$ cat config.mk
export PLATFORM = sky130hd
export DESIGN_NAME = hsl_to_rgb_pixel
export DESIGN_NICKNAME = d
export VERILOG_FILES = /design/src/sv/hslrgb_pkg.sv /design/src/sv/hslrgb_hue.sv /design/src/sv/hslrgb_byte.sv /design/src/sv/hsl_to_rgb_pixel.sv
export SDC_FILE = /design/constraint.sdc
export NUM_CORES = 2
export LEC_CHECK = 0
export ABC_CLOCK_PERIOD_IN_PS = 8700
export BUFFER_PORTS_ARGS = -buffer_cell sky130_fd_sc_hd__buf_4
export CELL_PAD_IN_SITES_DETAIL_PLACEMENT = 1
export CELL_PAD_IN_SITES_GLOBAL_PLACEMENT = 2
export CORE_ASPECT_RATIO = 0.9
export CORE_MARGIN = 5
export CORE_UTILIZATION = 39
export DETAILED_ROUTE_END_ITERATION = 6
export PLACE_DENSITY_LB_ADDON = 0.1
export SYNTH_ARGS = -nofsm -noshare
export SYNTH_HDL_FRONTEND = slang
export SYNTH_SLANG_ARGS = --single-unit
$ cat constraint.sdc
create_clock -name clk -period 8.7 [get_ports clk]
set_input_delay 1.74 -clock clk [delete_from_list [all_inputs] [get_ports clk]]
set_output_delay 1.74 -clock clk [all_outputs]
set_load 0.03 [all_outputs]
$ cat src/sv/hslrgb_pkg.sv
// Shared types, constants and helpers for the HSL to RGB pixel converter.
// Depends on nothing; hslrgb_hue, hslrgb_byte and hsl_to_rgb_pixel use it.
package hslrgb_pkg;

  // Unsigned fixed point with 16 fraction bits: 1.0 needs 17 bits.
  localparam int unsigned FX_W   = 17;
  // L + S and 2 * L reach 2.0, so var1, var2 and their difference use this width.
  localparam int unsigned VAR_W  = 18;
  // Signed hue argument before wrapping.
  localparam int unsigned VH_W   = 19;
  // Product of the difference and the hue ramp coefficient.
  localparam int unsigned PROD_W = VAR_W + FX_W;
  // Channel value after the ramp has been added to var1.
  localparam int unsigned CH_W   = 21;

  localparam logic [FX_W-1:0]        FX_ONE        = 17'd65536;
  localparam logic [FX_W-1:0]        FX_HALF       = 17'd32768;
  localparam logic signed [VH_W-1:0] FX_THIRD_S    = 19'sd21845;
  localparam logic signed [VH_W-1:0] FX_ONE_S      = 19'sd65536;
  localparam logic [FX_W-1:0]        FX_TWO_THIRDS = 17'd43691;

  // Hue rule thresholds on the wrapped argument u:
  // 6u < 1.0 holds for u below one sixth, 2u < 1.0 below one half,
  // 3u < 2.0 below two thirds (all rounded up to the first failing code).
  localparam logic [FX_W-1:0] HUE_SIXTH_LIM = 17'd10923;
  localparam logic [FX_W-1:0] HUE_HALF_LIM  = 17'd32768;
  localparam logic [FX_W-1:0] HUE_TWO3_LIM  = 17'd43691;

  typedef enum logic [1:0] {
    HUE_SEL_V1,
    HUE_SEL_V2,
    HUE_SEL_MUL
  } hue_sel_t;

  // What one channel does in the later stages: which term it takes and,
  // for the ramp, the coefficient that multiplies var2 - var1.
  typedef struct packed {
    hue_sel_t        sel;
    logic [FX_W-1:0] coef;
  } hue_term_t;

  // Byte to fixed point with rounding: b * 65536 / 255 equals b * 257 plus
  // a fraction that rounds up exactly when the top bit of b is set.
  function automatic logic [FX_W-1:0] to_fixed(input logic [7:0] b);
    logic [FX_W-1:0] v;
    v = {1'b0, b, b} + {16'd0, b[7]};
    return v;
  endfunction

endpackage

$ cat src/sv/hslrgb_hue.sv
// Hue rule decoder for one colour channel: wraps the hue argument and picks
// the term and ramp coefficient. Depends on hslrgb_pkg.
module hslrgb_hue (
  input  logic signed [hslrgb_pkg::VH_W-1:0] vh_i,
  output hslrgb_pkg::hue_term_t              term_o
);

  logic signed [hslrgb_pkg::VH_W-1:0] vh_pos;
  logic signed [hslrgb_pkg::VH_W-1:0] vh_wrap;
  logic [hslrgb_pkg::FX_W-1:0]        u;
  logic [hslrgb_pkg::FX_W-1:0]        down;
  logic [hslrgb_pkg::FX_W+1:0]        up6;
  logic [hslrgb_pkg::FX_W+1:0]        down6;

  always_comb begin
    vh_pos  = (vh_i < 0) ? (vh_i + hslrgb_pkg::FX_ONE_S) : vh_i;
    // An argument of exactly one turn is kept as it is.
    vh_wrap = (vh_pos > hslrgb_pkg::FX_ONE_S) ? (vh_pos - hslrgb_pkg::FX_ONE_S) : vh_pos;
    u       = vh_wrap[hslrgb_pkg::FX_W-1:0];
    down    = hslrgb_pkg::FX_TWO_THIRDS - u;
    up6     = {u, 2'b00} + {1'b0, u, 1'b0};
    down6   = {down, 2'b00} + {1'b0, down, 1'b0};

    if (u < hslrgb_pkg::HUE_SIXTH_LIM) begin
      term_o.sel  = hslrgb_pkg::HUE_SEL_MUL;
      term_o.coef = up6[hslrgb_pkg::FX_W-1:0];
    end else if (u < hslrgb_pkg::HUE_HALF_LIM) begin
      term_o.sel  = hslrgb_pkg::HUE_SEL_V2;
      term_o.coef = '0;
    end else if (u < hslrgb_pkg::HUE_TWO3_LIM) begin
      term_o.sel  = hslrgb_pkg::HUE_SEL_MUL;
      term_o.coef = down6[hslrgb_pkg::FX_W-1:0];
    end else begin
      term_o.sel  = hslrgb_pkg::HUE_SEL_V1;
      term_o.coef = '0;
    end
  end

endmodule

$ cat src/sv/hslrgb_byte.sv
// Channel output for one colour: chooses the term, adds the rounded ramp,
// scales to a byte with rounding and saturates. Depends on hslrgb_pkg.
module hslrgb_byte (
  input  hslrgb_pkg::hue_sel_t              sel_i,
  input  logic [hslrgb_pkg::PROD_W-1:0]     prod_i,
  input  logic [hslrgb_pkg::VAR_W-1:0]      var1_i,
  input  logic [hslrgb_pkg::VAR_W-1:0]      var2_i,
  input  logic [hslrgb_pkg::FX_W-1:0]       light_i,
  input  logic                              sat_zero_i,
  output logic [7:0]                        byte_o
);

  logic [hslrgb_pkg::PROD_W-1:0] prod_rnd;
  logic [hslrgb_pkg::CH_W-1:0]   ch;
  logic [hslrgb_pkg::CH_W+8:0]   scaled;
  logic [13:0]                   whole;

  always_comb begin
    prod_rnd = prod_i + hslrgb_pkg::PROD_W'(hslrgb_pkg::FX_HALF);
    case (sel_i)
      hslrgb_pkg::HUE_SEL_MUL:
        ch = hslrgb_pkg::CH_W'(var1_i) + hslrgb_pkg::CH_W'(prod_rnd[hslrgb_pkg::PROD_W-1:16]);
      hslrgb_pkg::HUE_SEL_V2: ch = hslrgb_pkg::CH_W'(var2_i);
      hslrgb_pkg::HUE_SEL_V1: ch = hslrgb_pkg::CH_W'(var1_i);
      default:                ch = hslrgb_pkg::CH_W'(var1_i);
    endcase
    // With no saturation the pixel is grey at the input lightness.
    if (sat_zero_i) begin
      ch = hslrgb_pkg::CH_W'(light_i);
    end
    // Times 255 is a shift and a subtract.
    scaled = {1'b0, ch, 8'd0} - (hslrgb_pkg::CH_W+9)'(ch)
             + (hslrgb_pkg::CH_W+9)'(hslrgb_pkg::FX_HALF);
    whole  = scaled[hslrgb_pkg::CH_W+8:16];
    byte_o = (whole > 14'd255) ? 8'd255 : whole[7:0];
  end

endmodule

$ cat src/sv/hsl_to_rgb_pixel.sv
// Top level of the HSL to RGB pixel converter: four-stage pipeline with
// valid/ready flow control. Depends on hslrgb_pkg, hslrgb_hue, hslrgb_byte.
//
//   Channel | Direction | Handshake          | Payload
//   in_     | input     | in_valid/in_ready   | in_hue, in_saturation, in_lightness
//   out_    | output    | out_valid/out_ready | out_red, out_green, out_blue
//
// One pixel can be taken in every cycle while the output side is ready. A pixel
// passes on its way out through the four register stages:
// lightness times saturation, var1/var2 and hue decode, the three ramp
// multipliers, and the byte scaling into the output register.
// Reset is synchronous and active low; it clears only the stage valid bits.
// A stall at the output holds only the unbroken run of occupied stages before it;
// earlier data moves into gaps, so input is refused only when the whole pipe is full.
module hsl_to_rgb_pixel (
  input  logic       clk,
  input  logic       rst_n,
  input  logic       in_valid,
  output logic       in_ready,
  input  logic [7:0] in_hue,
  input  logic [7:0] in_saturation,
  input  logic [7:0] in_lightness,
  output logic       out_valid,
  input  logic       out_ready,
  output logic [7:0] out_red,
  output logic [7:0] out_green,
  output logic [7:0] out_blue
);

  localparam int unsigned FX_W   = hslrgb_pkg::FX_W;
  localparam int unsigned VAR_W  = hslrgb_pkg::VAR_W;
  localparam int unsigned VH_W   = hslrgb_pkg::VH_W;
  localparam int unsigned PROD_W = hslrgb_pkg::PROD_W;

  // Stage ready chain: a stage takes new data when it is empty or its
  // contents move on in the same cycle.
  logic rdy1, rdy2, rdy3, rdy4;

  // Stage 1: fixed-point inputs and the rounded product L*S.
  logic              vld1_r;
  logic [FX_W-1:0]   hue1_r, sat1_r, light1_r, ls1_r;
  logic [FX_W-1:0]   hue1_nxt, sat1_nxt, light1_nxt, ls1_nxt;
  logic [2*FX_W-1:0] ls_prod;

  // Stage 2: var1, var2, their difference and the per-channel hue decode.
  logic                  vld2_r;
  logic [VAR_W-1:0]      var1_2_r, var2_2_r, diff2_r;
  logic [VAR_W-1:0]      var1_2_nxt, var2_2_nxt, diff2_nxt;
  logic [FX_W-1:0]       light2_r;
  logic                  szero2_r;
  hslrgb_pkg::hue_term_t term2_r   [3];
  hslrgb_pkg::hue_term_t term2_nxt [3];
  logic [VAR_W-1:0]      l_plus_s, two_l;
  logic signed [VH_W-1:0] vh [3];

  // Stage 3: ramp products, one multiplier per channel.
  logic                  vld3_r;
  logic [PROD_W-1:0]     prod3_r   [3];
  logic [PROD_W-1:0]     prod3_nxt [3];
  hslrgb_pkg::hue_sel_t  sel3_r    [3];
  logic [VAR_W-1:0]      var1_3_r, var2_3_r;
  logic [FX_W-1:0]       light3_r;
  logic                  szero3_r;

  // Stage 4: output register.
  logic                  vld4_r;
  logic [7:0]            byte4_r   [3];
  logic [7:0]            byte4_nxt [3];

  assign rdy4     = !vld4_r || out_ready;
  assign rdy3     = !vld3_r || rdy4;
  assign rdy2     = !vld2_r || rdy3;
  assign rdy1     = !vld1_r || rdy2;
  assign in_ready = rdy1;

  always_ff @(posedge clk) begin
    if (!rst_n) begin
      vld1_r <= 1'b0;
      vld2_r <= 1'b0;
      vld3_r <= 1'b0;
      vld4_r <= 1'b0;
    end else begin
      if (rdy1) vld1_r <= in_valid;
      if (rdy2) vld2_r <= vld1_r;
      if (rdy3) vld3_r <= vld2_r;
      if (rdy4) vld4_r <= vld3_r;
    end
  end

  // ---------------- Stage 1 ----------------
  always_comb begin
    hue1_nxt   = hslrgb_pkg::to_fixed(in_hue);
    sat1_nxt   = hslrgb_pkg::to_fixed(in_saturation);
    light1_nxt = hslrgb_pkg::to_fixed(in_lightness);
    ls_prod    = (2*FX_W)'(light1_nxt) * (2*FX_W)'(sat1_nxt)
                 + (2*FX_W)'(hslrgb_pkg::FX_HALF);
    ls1_nxt    = ls_prod[FX_W+15:16];
  end

  always_ff @(posedge clk) begin
    if (rdy1) begin
      hue1_r   <= hue1_nxt;
      sat1_r   <= sat1_nxt;
      light1_r <= light1_nxt;
      ls1_r    <= ls1_nxt;
    end
  end

  // ---------------- Stage 2 ----------------
  always_comb begin
    l_plus_s = VAR_W'(light1_r) + VAR_W'(sat1_r);
    two_l    = {light1_r, 1'b0};
    if (light1_r < hslrgb_pkg::FX_HALF) begin
      var2_2_nxt = VAR_W'(light1_r) + VAR_W'(ls1_r);
    end else begin
      var2_2_nxt = (l_plus_s >= VAR_W'(ls1_r)) ? (l_plus_s - VAR_W'(ls1_r)) : '0;
    end
    var1_2_nxt = (two_l >= var2_2_nxt) ? (two_l - var2_2_nxt) : '0;
    diff2_nxt  = (var2_2_nxt >= var1_2_nxt) ? (var2_2_nxt - var1_2_nxt) : '0;
    // Red, green and blue look at the hue one third ahead, on, and behind.
    vh[0] = $signed(VH_W'(hue1_r)) + hslrgb_pkg::FX_THIRD_S;
    vh[1] = $signed(VH_W'(hue1_r));
    vh[2] = $signed(VH_W'(hue1_r)) - hslrgb_pkg::FX_THIRD_S;
  end

  for (genvar c = 0; c < 3; c++) begin : g_hue
    hslrgb_hue u_hue (
      .vh_i   (vh[c]),
      .term_o (term2_nxt[c])
    );
  end

  always_ff @(posedge clk) begin
    if (rdy2) begin
      var1_2_r <= var1_2_nxt;
      var2_2_r <= var2_2_nxt;
      diff2_r  <= diff2_nxt;
      light2_r <= light1_r;
      szero2_r <= (sat1_r == '0);
      term2_r  <= term2_nxt;
    end
  end

  // ---------------- Stage 3 ----------------
  always_comb begin
    for (int c = 0; c < 3; c++) begin
      prod3_nxt[c] = PROD_W'(diff2_r) * PROD_W'(term2_r[c].coef);
    end
  end

  always_ff @(posedge clk) begin
    if (rdy3) begin
      prod3_r  <= prod3_nxt;
      for (int c = 0; c < 3; c++) begin
        sel3_r[c] <= term2_r[c].sel;
      end
      var1_3_r <= var1_2_r;
      var2_3_r <= var2_2_r;
      light3_r <= light2_r;
      szero3_r <= szero2_r;
    end
  end

  // ---------------- Stage 4 ----------------
  for (genvar c = 0; c < 3; c++) begin : g_byte
    hslrgb_byte u_byte (
      .sel_i      (sel3_r[c]),
      .prod_i     (prod3_r[c]),
      .var1_i     (var1_3_r),
      .var2_i     (var2_3_r),
      .light_i    (light3_r),
      .sat_zero_i (szero3_r),
      .byte_o     (byte4_nxt[c])
    );
  end

  always_ff @(posedge clk) begin
    if (rdy4) begin
      byte4_r <= byte4_nxt;
    end
  end

  assign out_valid = vld4_r;
  assign out_red   = byte4_r[0];
  assign out_green = byte4_r[1];
  assign out_blue  = byte4_r[2];

endmodule

# Yosys cells after proc, flatten, opt, wreduce, memory -nomap -nowiden
# Memories as Yosys holds them, arrays and structs flattened.
# Index checks and enable logic that the tools add are counted.
classes:
  n_addsub: 38
  multipliers: 4
  order_cmp: 22
  n_eq_ne: 6
  mux: 26
  n_reduce_logical: 9
op_table:
  columns: ["cell", "count"]
  rows:
  - ["two-way mux 19 bit", 8]
  - ["case mux 21 bit (2 select lines)", 3]
  - ["less-than comparator 17 x 16 -> 1 bit (second input constant)", 7]
  - ["adder 35 x 16 -> 35 bit (second input constant)", 3]
  - ["multiplier 18 x 17 -> 35 bit", 3]
  - ["adder 17 bit", 6]
  - ["two-way mux 17 bit", 6]
  - ["adder 30 x 16 -> 30 bit (second input constant)", 3]
  - ["subtractor 29 x 21 -> 30 bit", 3]
  - ["two-way mux 18 bit", 4]
  - ["two-way mux 21 bit", 3]
  - ["adder 18 x 19 -> 20 bit", 3]
  - ["greater-than comparator 19 x 18 -> 1 bit (second input constant)", 3]
  - ["adder 16 x 1 -> 17 bit", 3]
  - ["less-than comparator 17 x 14 -> 1 bit (second input constant)", 3]
  - ["subtractor 17 bit (second input constant)", 3]
  - ["subtractor 16 bit (first input constant)", 3]
  - ["greater-than comparator 14 x 8 -> 1 bit (second input constant)", 3]
  - ["adder 17 x 17 -> 18 bit", 2]
  - [">= comparator 18 bit", 2]
  - ["less-than comparator 18 x 1 -> 1 bit (second input constant)", 2]
  - ["subtractor 18 bit", 2]
  - ["adder 33 x 16 -> 33 bit (second input constant)", 1]
  - ["multiplier 17 x 17 -> 33 bit", 1]
  - ["other kinds (14)", 25]
word_totals:
  regBits: 384
  ram_bits: 6
  input_bits: 28
  output_inout_bits: 26
  word_cells: 135
  mem_count: 1
memory_table:
  columns: ["name", "depth", "word_bits", "rd", "rd_clocked_by_memory_dff", "wr", "line", "text"]
  rows:
  - ["sel3_r", 3, 2, 3, 0, 3, "hsl_to_rgb_pixel.sv:60", "hslrgb_pkg::hue_sel_t sel3_r [3];"]

# Logic depth before layout (Yosys ltp)
logic_depth:
  ltp_word: 10
  mapped_depth: 48
  depth_no_buf: 45

# By module
# From an unflattened synthesis, not the netlist that was laid out.
unflattened:
  hier_cells: 7984
  hier_area_um2: 71858.9
by_module_without_submodules:
  columns: ["mod", "instances", "cells_each", "area_per_inst_um2", "seq_area_each_um2"]
  rows:
  - ["hsl_to_rgb_pixel", 1, 5638, 55114.1, 11521.0]
  - ["hslrgb_byte", 3, 485, 3405.8, 0.0]
  - ["hslrgb_hue", 3, 297, 2175.8, 0.0]

# Worst setup path after synthesis
# No wires, ideal clock.
synth_timing:
  path_kind: "register -> register"
  start: "register light1_r[0]"
  end: "register diff2_r[10] (data pin)"
  setup_time_ps: 266
  arrival_time_ps: 9257
  t_required_ps: 8434
  slack_ps: -822
  stages_incl_launch_ff: 49
  n_path_buf: 4
  period_less_slack_ps: 9522
  cell_sequence: "edfxtp_1 > ha_1 > inv_1 > fa_1 > nor2b_1 > o21ai_0 > a21boi_0 > o21ai_0 > a21boi_0 > o21ai_0 > nand2b_1 > a311oi_1 > o31ai_1 > a41oi_1 > xnor2_1 > ha_1 > nand3_1 > nor3_1 > [... 13 more ...] > or3_1 > a311oi_2 > nor2_1 > clkbuf_1 > nand2_1 > ha_1 > a21o_1 > a21oi_1 > o21bai_1 > a21oi_1 > o21bai_1 > a21o_1 > a221o_1 > a31o_2 > a21oi_1 > a21boi_1 > clkbuf_1 > nor2_1"
synth_between:
  elab_chain_cells: 7
  elab_cells_between_ends: 12
  cone_classes: "5 x add/sub; 4 x order compare; 3 x mux"
synth_lines:
  columns: ["element", "line", "text"]
  rows:
  - ["start, declared", "hsl_to_rgb_pixel.sv:41", "logic [FX_W-1:0] hue1_r, sat1_r, light1_r, ls1_r;"]
  - ["start signal, assigned", "hsl_to_rgb_pixel.sv:104", "light1_r <= light1_nxt;"]
  - ["adder 17 x 17 -> 18 bit", "hsl_to_rgb_pixel.sv:111", "l_plus_s = VAR_W'(light1_r) + VAR_W'(sat1_r);"]
  - ["subtractor 18 x 17 -> 18 bit or >= comparator 18 x 17 -> 1 bit (tied branches)", "hsl_to_rgb_pixel.sv:116", "var2_2_nxt = (l_plus_s >= VAR_W'(ls1_r)) ? (l_plus_s - VAR_W'(ls1_r)) : '0;"]
  - ["two-way mux 18 bit", "hsl_to_rgb_pixel.sv:116", null]
  - ["two-way mux 18 bit (*)", "hsl_to_rgb_pixel.sv:113", "if (light1_r < hslrgb_pkg::FX_HALF) begin"]
  - ["via var2_2_nxt[7]", "hsl_to_rgb_pixel.sv:48", "logic [VAR_W-1:0] var1_2_nxt, var2_2_nxt, diff2_nxt;"]
  - ["subtractor 18 bit or >= comparator 18 bit (tied branches)", "hsl_to_rgb_pixel.sv:118", "var1_2_nxt = (two_l >= var2_2_nxt) ? (two_l - var2_2_nxt) : '0;"]
  - ["two-way mux 18 bit", "hsl_to_rgb_pixel.sv:118", null]
  - ["subtractor 18 bit or >= comparator 18 bit (tied branches)", "hsl_to_rgb_pixel.sv:119", "diff2_nxt = (var2_2_nxt >= var1_2_nxt) ? (var2_2_nxt - var1_2_nxt) : '0;"]
  - ["end signal, assigned", "hsl_to_rgb_pixel.sv:137", "diff2_r <= diff2_nxt;"]
  - ["end, declared", "hsl_to_rgb_pixel.sv:47", "logic [VAR_W-1:0] var1_2_r, var2_2_r, diff2_r;"]
# Mark *: on every way through the listed nets, which the timed path passes. The rest lies on a longest branch.
# A chain may end at the register's enable or synchronous reset.

# Worst setup path after layout
# Same ends and word-level chain as after synthesis.

==> impl_metrics.py <==
metrics = {
    "sta": {
        "slew_violations": 0,
        "slew_headroom_pct": 21.8,
        "setup_viol": 17,
        "final.min_clock_period_ps": 8920,
        "finalSetupTns_ps": -3610,
        "fin_crit_sh_pct": 103,
        "rsz0062_at_grt": "yes",
        "fin_hold_ws_ps": 409,
        "fin_ws_ps": -222,
        "fmax_mhz": 112,
        "finalHoldViolCount": 0,
        "tightest_slew_ps": 1170,
        "clock-skew-final_ps": 38.2,
    },
    "synthesis": {
        "yosys.area_share.xor_xnor_pct": 5.34,
        "synth_top_family_by_area": "adder cells",
        "synthTopCellsByCount": "1310 x inv_1, 898 x fa_1, 891 x ha_1",
        "synth_edf_count": 333,
        "yosysMostFrequentCell": "inv_1",
        "synthAdderAreaFrac_pct": 44.3,
        "synth_cell_type_count": 96,
        "ys_warn_count": 0,
        "muxShareOfSynthArea_pct": 0.382,
        "synthesis.area_mm2": 0.0658,
        "synth_compound_area_share_pct": 9.79,
        "synth_nets": 9081,
        "synth.top_cell.area_share_pct": 27.3,
        "synthCells": 7264,
        "synth_simple_gate_area_share_pct": 15.9,
        "ys_seq_area_share_pct": 15.3,
        "yosysTopAreaCell": "fa_1",
        "ys.flop_type": "edfxtp_1",
        "synth_seq_cells": 337,
        "synth.area.top_cells": "fa_1 27%, ha_1 17%, edfxtp_1 15%",
        "async_flop_share_pct": 0,
        "syn_avg_cell_area_um2": 9.05,
    },
    "die": {
        "rows": 143,
        "die_x_um": 443,
        "io-pin-count": 54,
        "start_util_pct": 39.1,
        "die-height_um": 400,
        "core_area_mm2": 0.168,
        "die-area_mm2": 0.177,
    },
    "grt": {
        "grt_usage_pct": 24.2,
        "grt_pass1_wl_um": 334000,
        "grt_overflow_total": 0,
        "first_global_vias": 55388,
        "antenna_found_initial": 7,
        "grt_max_degree": 76,
    },
    "status": {
        "violations": "negative setup slack",
        "run_status": "finished with violations",
    },
    "route": {
        "final_antenna_net_count": 0,
        "wirelength_um": 215000,
        "viasPerCell": 5.22,
        "drc_errors": 0,
        "drtPass1Iterations": 5,
        "drt-initial-drc-count": 2688,
        "vias": 51310,
        "avgRoutedWirePerCell_um": 21.9,
    },
    "worst_setup_path": {
        "crit_top_cell": "nand2_1",
        "cp_slowest_stage_delay_ps": 390,
        "critical_path.reg2reg.endpoint": "diff2_r[10]",
        "r2r_slack_ps": -220,
        "start_kind": "flip-flop",
        "slowest_stage": "fa_2",
        "cp.required_ps": 9060,
        "critPathKind": "flip-flop to flip-flop",
        "r2r_start": "light1_r[0]",
        "path_max_fanout": 9,
        "worstRegToRegCells": 47,
        "crit_path_end_kind": "flip-flop",
        "cp.arrival_ps": 9280,
    },
    "power": {
        "powerDensity_mw_per_mm2": 354,
        "peakVddDrop_mv": 0.275,
        "p_leak_nw": 35.2,
    },
    "finish": {
        "layout.nets": 9355,
        "area_growth_pct": 11.4,
        "final_area_mm2": 0.0732,
        "drive_gt1_share_pct": 9.09,
        "fin_cells": 9822,
        "n_fill_cell": 19525,
    },
    "placed_design": {
        "pre_cts_ws_ps": -511,
        "dpl_cell_area_mm2": 0.0711,
        "dp_hpwl_um": 178000,
        "gp_congestion": 0.890,
        "placed_cells": 9700,
        "port_buffers": 53,
    },
    "run": {
        "cap_violations": 0,
    },
    "clock_tree": {
        "numCtsBuffers": 45,
        "root_buffer": "clkbuf_16",
        "clock_latency_ps": 640,
        "tritoncts": "done",
        "cts_buffer_depth": 3,
        "h-tree-depth": 2,
        "path_clk_slew_ps": 60,
        "numClockSinks": 337,
    },
    "worst_hold_path": {
        "whs_path_depth": 0,
        "hp-class": "flip-flop to flip-flop",
        "hold_end": "var2_3_r[7]",
        "hold_start": "var2_2_r[7]",
    },
}
report_power, final:
part | switching [mW] | internal [mW]
Combinational | 11.5 | 8.79
Clock | 0.813 | 1.12
Sequential | 0.931 | 2.74
logic make-up (layout without fill, tap and decap cells):
family / after synthesis / in the layout
simple gates: 2191 / 2191
fa+ha+maj: 1789 / 1789
buf+inv: 1573 / 1881
compound gates: 954 / 954
xor+xnor: 395 / 395
flops: 337 / 337
mux: 24 / 24
other cells: 1 / 4
state kept, by name, summed over array words and instances, names as in the netlist, 6 cells and up:
signal / cells
light2_r: 16
out_green: 8
var2_2_r: 18
var1_3_r: 18
diff2_r: 18
sel3_r: 6
light1_r: 16
out_red: 8
sat1_r: 16
prod3_r: 60
light3_r: 16
hue1_r: 16
var2_3_r: 18
out_blue: 8
term2_r: 54
var1_2_r: 18
ls1_r: 17
layout by cell type (no fill, tap or decap), types with 9 or more instances in the layout:
master        n
mux2i_1      15
clkinv_1     15
nand3_1     102
ha_1        883
nor3b_1      10
nand4_1      43
and3_1       60
inv_1      1306
clkbuf_16    45
buf_4       470
nand2_1     854
and2_1      375
or3_1        32
nor2_1      393
nor4_1       14
a221o_1      16
a21boi_0     13
nor2b_1      57
and4_1       10
a21oi_1     240
o31ai_1      19
o211ai_1     14
a31oi_1      32
o21a_1       58
nand2b_1     60
o2111ai_1    12
a211oi_1     43
xor2_1      111
o21ai_0     165
edfxtp_1    333
or2_2        27
a221oi_1     23
a21o_1      114
nor3_1       95
xnor2_1     275
fa_1        896
o31a_1       10
o21bai_1     42
a2111oi_0     9
o21ai_1      13
area by class of cell:
cell class              instances  area, µm²  area share (%)
multi-input cells            5354      50200            68.6
well taps                    2247       2810            3.84
repair buffers                478       3640            4.98
diodes                          3       7.51          0.0103
clock inverters                30        357           0.487
clock buffers                  51       1150            1.57
inverters                    1322       4970            6.78
flip-flops and latches        337      10100            13.8
worst max-delay path by stage:
stage                                from           to  slack [ps]  cells past startpoint
after floorplan           in_lightness[0]    ls1_r[16]           7                     32
after global placement    in_lightness[0]    ls1_r[16]        -420                     33
after detailed placement      light1_r[0]  diff2_r[15]        -510                     46
after CTS                       sat1_r[0]  diff2_r[10]        -200                     47
after global routing            sat1_r[0]   diff2_r[3]        -640                     45
final                         light1_r[0]  diff2_r[10]        -220                     47
layer usage:
layer  global-route usage (%)  share of wire (%)  up-vias
li1                         -                  -    23955
met1                     35.7                 49    26393
met2                     39.6                 46      807
met3                     2.17                3.6      155
met4                     3.65                1.5        0
met5                        0                  0        -
metrics by stage:
step,power [mW],utilization [%]
global route,28.6,43.5
floorplan,16.2,-
global placement,22.9,42.3
detailed placement,23.4,42.3
finish,25.9,43.5
CTS,26.0,43.4
what timing repair did:
action                     in CTS  in global routing
hold buffers                    0                  0
resized for setup              40                 42
cloned                          1                  0
setup endpoints to repair      18                 24
setup buffers                  28                 13
pin swaps                      33                 50
worst max-delay path: cells and delay by family (launching register included):
family / cells / cell delay, ps
xor+xnor: 1 / 160
buf+inv: 6 / 770
fa+ha+maj: 5 / 1440
simple gates: 17 / 2360
flops: 1 / 350
compound gates: 18 / 3560
(Power assumes the default switching activity.)
